`src/rtl/tea_pkg.sv`:
```
// Package: shared types and constants for triangle edge adjacency.
`default_nettype none
package tea_pkg;
  localparam int unsigned CoordW   = 32;
  localparam int unsigned IndexW   = 10;
  localparam int unsigned EdgeW    = 2;
  localparam int unsigned ResultCap = 4;

  localparam logic [EdgeW-1:0] EdgeNone = 2'd3;

  typedef enum logic {
    KIND_CLEAR = 1'b0,
    KIND_LOAD  = 1'b1
  } kind_e;

  typedef struct packed {
    logic [CoordW-1:0] x;
    logic [CoordW-1:0] y;
    logic [CoordW-1:0] z;
  } vertex_t;

  typedef struct packed {
    vertex_t a;
    vertex_t b;
    vertex_t c;
  } tri_t;

  typedef struct packed {
    logic                  kind;
    logic [CoordW-1:0]     a_x;
    logic [CoordW-1:0]     a_y;
    logic [CoordW-1:0]     a_z;
    logic [CoordW-1:0]     b_x;
    logic [CoordW-1:0]     b_y;
    logic [CoordW-1:0]     b_z;
    logic [CoordW-1:0]     c_x;
    logic [CoordW-1:0]     c_y;
    logic [CoordW-1:0]     c_z;
  } in_item_t;

  typedef struct packed {
    logic              matched;
    logic [IndexW-1:0] earlier_index;
    logic [IndexW-1:0] new_index;
    logic [EdgeW-1:0]  earlier_edge;
    logic [EdgeW-1:0]  new_edge;
    logic              overflow;
    logic              last;
  } out_item_t;

  typedef enum logic [2:0] {
    ST_IDLE,
    ST_READ,
    ST_SCAN,
    ST_DRAIN,
    ST_EMIT
  } state_e;

  // controller to datapath
  typedef struct packed {
    logic capture;   // latch new triangle, reset scan
    logic clear;     // empty the store
    logic rd_en;     // issue read at scan pointer
    logic cmp_en;    // compare read data, advance
    logic commit;    // write new triangle, bump count
    logic pop;       // next hit
  } ctl_cmd_t;

  // datapath to controller
  typedef struct packed {
    logic full;
    logic scan_done;
    logic last_hit;
  } dp_stat_t;

  function automatic logic f32_eq(logic [CoordW-1:0] a, logic [CoordW-1:0] b);
    logic a_nan, b_nan, a_z, b_z;
    a_nan = (a[30:23] == 8'hFF) && (a[22:0] != '0);
    b_nan = (b[30:23] == 8'hFF) && (b[22:0] != '0);
    a_z = (a[30:0] == '0);
    b_z = (b[30:0] == '0);
    return !a_nan && !b_nan && ((a == b) || (a_z && b_z));
  endfunction

  function automatic logic v_eq(vertex_t a, vertex_t b);
    return f32_eq(a.x, b.x) && f32_eq(a.y, b.y) && f32_eq(a.z, b.z);
  endfunction

  function automatic logic v_in(tri_t t, vertex_t v);
    return v_eq(t.a, v) || v_eq(t.b, v) || v_eq(t.c, v);
  endfunction

  function automatic logic [EdgeW-1:0] shared_edge(tri_t a, tri_t b);
    logic ia, ib, ic;
    logic [EdgeW-1:0] r;
    ia = v_in(b, a.a);
    ib = v_in(b, a.b);
    ic = v_in(b, a.c);
    if (ia && ib) r = 2'd0;
    else if (ib && ic) r = 2'd1;
    else if (ic && ia) r = 2'd2;
    else r = EdgeNone;
    return r;
  endfunction
endpackage
`default_nettype wire

```
`src/rtl/tea_ctrl.sv`:
```
// Controller: sequences capture, store scan, commit and result emission.
`default_nettype none
module tea_ctrl (
  input  wire logic          clk_i,
  input  wire logic          rst_ni,
  input  wire logic          in_valid_i,
  input  wire logic          in_kind_i,
  output logic               in_ready_o,
  output logic               out_valid_o,
  input  wire logic          out_ready_i,
  input  wire tea_pkg::dp_stat_t stat_i,
  output tea_pkg::ctl_cmd_t  cmd_o
);
  import tea_pkg::*;

  state_e state_q, state_d;
  logic acc, fire_out;

  assign acc = in_valid_i && in_ready_o;
  assign fire_out = out_valid_o && out_ready_i;

  always_comb begin
    state_d = state_q;
    unique case (state_q)
      ST_IDLE: begin
        if (acc && in_kind_i == KIND_LOAD) begin
          state_d = stat_i.full ? ST_EMIT : ST_READ;
        end
      end
      ST_READ: state_d = stat_i.scan_done ? ST_DRAIN : ST_SCAN;
      ST_SCAN: state_d = stat_i.scan_done ? ST_DRAIN : ST_SCAN;
      ST_DRAIN: state_d = ST_EMIT;
      ST_EMIT: begin
        if (fire_out && stat_i.last_hit) state_d = ST_IDLE;
      end
      default: state_d = ST_IDLE;
    endcase
  end

  always_comb begin
    in_ready_o = 1'b0;
    out_valid_o = 1'b0;
    cmd_o = '0;
    unique case (state_q)
      ST_IDLE: begin
        in_ready_o = 1'b1;
        cmd_o.capture = acc && in_kind_i == KIND_LOAD;
        cmd_o.clear = acc && in_kind_i == KIND_CLEAR;
      end
      ST_READ: cmd_o.rd_en = 1'b1;
      ST_SCAN: begin
        cmd_o.cmp_en = 1'b1;
        cmd_o.rd_en = 1'b1;
      end
      ST_DRAIN: cmd_o.commit = 1'b1;
      ST_EMIT: begin
        out_valid_o = 1'b1;
        cmd_o.pop = fire_out;
      end
      default: ;
    endcase
  end

  always_ff @(posedge clk_i or negedge rst_ni) begin
    if (!rst_ni) state_q <= ST_IDLE;
    else state_q <= state_d;
  end

`ifndef SYNTHESIS
  a_no_overlap: assert property (@(posedge clk_i) disable iff (!rst_ni)
    !(in_ready_o && out_valid_o)) else $error("in and out active together");
  a_emit_hold: assert property (@(posedge clk_i) disable iff (!rst_ni)
    (out_valid_o && !out_ready_i) |=> out_valid_o) else $error("result dropped");
  a_commit_once: assert property (@(posedge clk_i) disable iff (!rst_ni)
    cmd_o.commit |=> !cmd_o.commit) else $error("double commit");
`endif
endmodule
`default_nettype wire

```
`config.mk`:
```
export PLATFORM = sky130hd
export DESIGN_NAME = tea_ctrl
export DESIGN_NICKNAME = d
export VERILOG_FILES = /design/src/rtl/tea_pkg.sv /design/src/rtl/tea_ctrl.sv
export SDC_FILE = /design/constraint.sdc
export NUM_CORES = 1
export LEC_CHECK = 0
export BUFFER_PORTS_ARGS = -buffer_cell sky130_fd_sc_hd__buf_2
export CORE_AREA = 2 2 39 41
export DETAILED_ROUTE_END_ITERATION = 12
export DIE_AREA = 0 0 41 43
export PLACE_DENSITY = 0.48
export SYNTH_ARGS = -nofsm -noshare
export SYNTH_HDL_FRONTEND = slang
export SYNTH_SLANG_ARGS = --single-unit
```
`constraint.sdc`:
```
create_clock -name clk_i -period 2 [get_ports clk_i]
set_clock_uncertainty 0.2 [all_clocks]
set_input_delay 0.4 -clock clk_i [delete_from_list [all_inputs] [get_ports clk_i]]
set_output_delay 0.4 -clock clk_i [all_outputs]
set_load 0.02 [all_outputs]
```
[Word level (Yosys, flattened, before mapping)]
Index checks and enable logic that the tools add are counted.
Storage, ports and cells
  flip-flop bits (word level): 3
  input port bits: 8
  output and inout port bits: 8
Cells by class
  equality and inequality tests: 6
  muxes and demuxes: 12
  bitwise operators: 1
  reduce and logical (&&, ||, !) cells: 8
Operators with widths (count)
  case mux 3 bit (4 select lines): 1
  2-to-1 mux 3 bit: 3
  2-to-1 mux 1 bit: 7
  == test 3 x 2 -> 1 bit, second input constant: 2
  logical AND 1 bit: 5
  inequality test 2 bit, second input constant: 2
  == test 3 x 1 -> 1 bit, second input constant: 1
  == test 3 bit, second input constant: 1
  zero test 3 bit: 1
  2-to-1 mux 2 bit: 1
  AND reduction 2 bit: 1
  OR reduction 2 bit: 1
  inverter 1 bit: 1

[Logic depth before layout (Yosys ltp)]
  depth after elaboration: 6
  depth in mapped cells: 4
  gate-level depth less buffers: 4

[Least setup slack after synthesis]
Ideal clock, no wire load.
  kind: register to output
  start: register state_q[2]
  end: output port cmd_o[4] (netlist name)
  arrival: 1.366 ns
  required time: 1.400 ns
  setup slack: 0.034 ns
  cell stages (with the launch flop): 5
  cell sequence: dfrtp_1 > or3_4 > inv_1 > nand2_1 > nor2_1
RTL lines
  from (decl): line tea_ctrl.sv:16  | state_e state_q, state_d;
  from (signal assigned): line tea_ctrl.sv:66  | else state_q <= state_d;
  to (decl): line tea_ctrl.sv:12  | output tea_pkg::ctl_cmd_t cmd_o

==> out/results.txt <==
Finished Layout Cells - 64
Max-cap violation count - 0
Count of unique library cells instantiated by Yosys - 15
Count of cells along the worst register-to-register path - 4
Power density over the cells - 1590 nW/um2
Final layout net count - 57
Share of the clock period used by the worst path - 97.7%
Initial drt markers - 4
Worst Setup Start Kind - register
Final setup viols - 0
Crit Path Category - register to primary output
Clock edge transition at the registers on the reported setup and hold paths - 0.04 ns
RSZ-0062 raised after global routing - true
Top cells by area, synth - sky130_fd_sc_hd__dfrtp_1 (37%), sky130_fd_sc_hd__nor2_1 (7.3%), sky130_fd_sc_hd__a211oi_2 (6.1%), sky130_fd_sc_hd__or3_4 (5.5%), sky130_fd_sc_hd__a21oi_1 (4.9%)
Clock tree from TritonCTS - yes
Global-route usage over all layers - 7.94%
Core area - 1380 um2
Number of antenna cells inserted - 0
Flop and latch count out of synthesis - 3
Area growth from synthesis to final layout - 90.2%
Status - finished, final reports clean
Fraction of synthesized cell area taken by the top area cell type - 36.6%
# port buffers - 15
Half-perimeter wire length after placement - 441 um
Number of top-level design ports - 16
Finished layout cell area - 390 um2
Via count of the first global-routing pass - 259
Number of endpoints with negative hold slack in the final report - 0
Final period demand of the worst path - 1.95 ns
Number of clock sinks seen by CTS - 3
Hold path start - stat_i[0]
Cells on Worst Hold Path - 3
Number of max-slew violations in the final report - 0
Total Die Area - 1760 um2
Max transition margin - 81.4%
Largest fanout on the critical path - 4
Via count normalized by instance count - 4.05
Horizontal extent of the die - 41 um
Final WL - 565 um
Proportion of layout cells with a drive suffix above 1 - 62.5%
Count of unresolved DRC violations after routing - 0
Maximum vdd ir drop - 0.352 mV
Placed Instance Area - 308 um2
Slew at the pin with the worst max-slew slack - 0.276 ns
Synth warn - 0
Endpoint type of the worst setup path - primary output
Worst path required time - 1.40 ns
Antenna violation net count after detailed routing - 0
Initial Utilization - 14.8%
Net Count, Synth - 31
Routability cong. - 0.598
Flip-flop count of the largest register, all copies and words added - 3
Post-Syn Area - 205 um2
Mean post-synth cell area - 8.92 um2
Endpoint with the worst hold slack - state_q[0]
Worst endpoint data arrival time - 1.35 ns
Sequential area share after synthesis - 36.6%
Synth area leader - sky130_fd_sc_hd__dfrtp_1
R2R Setup Slk - 0.44 ns
Pin count of the biggest net entering global routing - 8
Later-pin clock latency in the skew report - 0.23 ns
Remaining Overflow, GRT - 0
Largest regs - state_q x3
Leak Pwr - 0.209 nW
Hold WC Path Type - input pin to register
Antenna violations before repair - 0
Standard-cell rows - 14
Maximum clock rate - 512 MHz
Routed vias - 259
Detailed-router iteration count before antenna repair - 2
Largest buffer count on any clock path - 2
Worst reg2reg path endpoint - state_q[2]
Startpoint of the lowest-slack register-to-register path - state_q[0]
DIE HEIGHT - 43 um
Largest Register - state_q
Number of instances in the synthesized netlist - 23
Cell Count Post-Placement - 55
Clock Root Buffer - sky130_fd_sc_hd__clkbuf_4
Number of buffers created by CTS - 3
Global-route wire length before repair - 903 um
Count of H-tree levels built during CTS - 1
Wire length per cell after detailed routing - 8.83 um
[per-layer routing]
layer	global-route usage [%]	part of all wire, %	vias up
met1	6.45	37	121
met3	3.14	7.3	0
met5	0	0	-
met2	13.8	56	8
met4	6.00	0	0
li1	-	-	130
[timing repair]
action,in CTS,in global routing
buffers inserted,1,3
setup endpoints to repair,2,2
resized for setup,2,4
pin swaps,0,1
endpoints found under the hold margin,3,0
hold buffers,1,0
[kinds of logic (layout without fill, tap and decap cells)]
logic type	Yosys count	count (layout)	share of synthesized area (%)
xor gates and xnor gates	1	1	4.27
and+or+nand+nor	12	12	35.4
AOI/OAI and AO/OA	5	5	20.1
buffers and inverters	2	27	3.66
DFF	3	3	36.6
[synthesized netlist by cell type]
master                      number
sky130_fd_sc_hd__nor2_1          4
sky130_fd_sc_hd__dfrtp_1         3
sky130_fd_sc_hd__a21oi_1         2
sky130_fd_sc_hd__inv_1           2
sky130_fd_sc_hd__nand2_1         2
sky130_fd_sc_hd__a211oi_2        1
sky130_fd_sc_hd__and2_2          1
sky130_fd_sc_hd__and3_1          1
sky130_fd_sc_hd__and3_2          1
sky130_fd_sc_hd__and3b_2         1
sky130_fd_sc_hd__nor3b_1         1
sky130_fd_sc_hd__o2bb2ai_1       1
sky130_fd_sc_hd__o32a_1          1
sky130_fd_sc_hd__or3_4           1
sky130_fd_sc_hd__xnor2_1         1
[cell usage in the layout, fill, tap and decap left out]
| cell type | n |
|---|---|
| sky130_fd_sc_hd__a211oi_2 | 1 |
| sky130_fd_sc_hd__a21oi_1 | 2 |
| sky130_fd_sc_hd__and2_2 | 1 |
| sky130_fd_sc_hd__and3_2 | 1 |
| sky130_fd_sc_hd__and3_4 | 1 |
| sky130_fd_sc_hd__and3b_2 | 1 |
| sky130_fd_sc_hd__buf_2 | 13 |
| sky130_fd_sc_hd__buf_4 | 6 |
| sky130_fd_sc_hd__buf_6 | 1 |
| sky130_fd_sc_hd__clkbuf_1 | 1 |
| sky130_fd_sc_hd__clkbuf_4 | 3 |
| sky130_fd_sc_hd__dfrtp_1 | 3 |
| sky130_fd_sc_hd__dlygate4sd3_1 | 1 |
| sky130_fd_sc_hd__inv_1 | 1 |
| sky130_fd_sc_hd__inv_4 | 1 |
| sky130_fd_sc_hd__nand2_1 | 2 |
| sky130_fd_sc_hd__nor2_1 | 4 |
| sky130_fd_sc_hd__nor3b_1 | 1 |
| sky130_fd_sc_hd__o2bb2ai_1 | 1 |
| sky130_fd_sc_hd__o32a_1 | 1 |
| sky130_fd_sc_hd__or3_4 | 1 |
| sky130_fd_sc_hd__xnor2_1 | 1 |
[worst max path at each step]
stage,from,cells after the start,end
2_1_floorplan,state_q[2],4,cmd_o[4]
3_3_place_gp,state_q[0],4,cmd_o[5]
3_5_place_dp,state_q[0],4,cmd_o[5]
4_1_cts,state_q[2],4,cmd_o[5]
5_1_grt,state_q[0],5,cmd_o[4]
6_report,state_q[0],4,cmd_o[5]
[worst max-delay path: stages (launching register included)]
cell                      delay [ns]
sky130_fd_sc_hd__dfrtp_1        0.37
sky130_fd_sc_hd__or3_4          0.40
sky130_fd_sc_hd__inv_4          0.07
sky130_fd_sc_hd__and3_4         0.18
sky130_fd_sc_hd__buf_6          0.11
[final cells by class]
cell class | instances | area [um2]
clock buffers | 4 | 26.3
fillers | 157 | 993
inverters | 2 | 10.0
multi-input cells | 18 | 128
flip-flops and latches | 3 | 75.1
well taps | 16 | 20.0
repair buffers | 21 | 131
[through the flow]
step	util, %	setup WS, ns	power, mW	hold WS (ns)	setup TNS [ns]
5_1_grt	28.2	-0.0118	0.679	0.270	-0.0169
6_report	28.2	0.0467	0.621	0.261	0
3_5_place_dp	22.2	0.188	0.435	-0.000772	0
3_3_place_gp	22.2	0.204	0.434	-0.00177	0
2_1_floorplan	-	0.0338	0.333	-0.0956	0
4_1_cts	25.6	0.0231	0.563	0.255	0
[power breakdown]
group | leakage, nW | internal, mW | switching (mW)
registers | 0.0388 | 0.0853 | 0.0157
logic | 0.155 | 0.198 | 0.216
clock network | 0.0150 | 0.0748 | 0.0319
total | 0.209 | 0.358 | 0.263
Power figures use the tool's default switching activity.
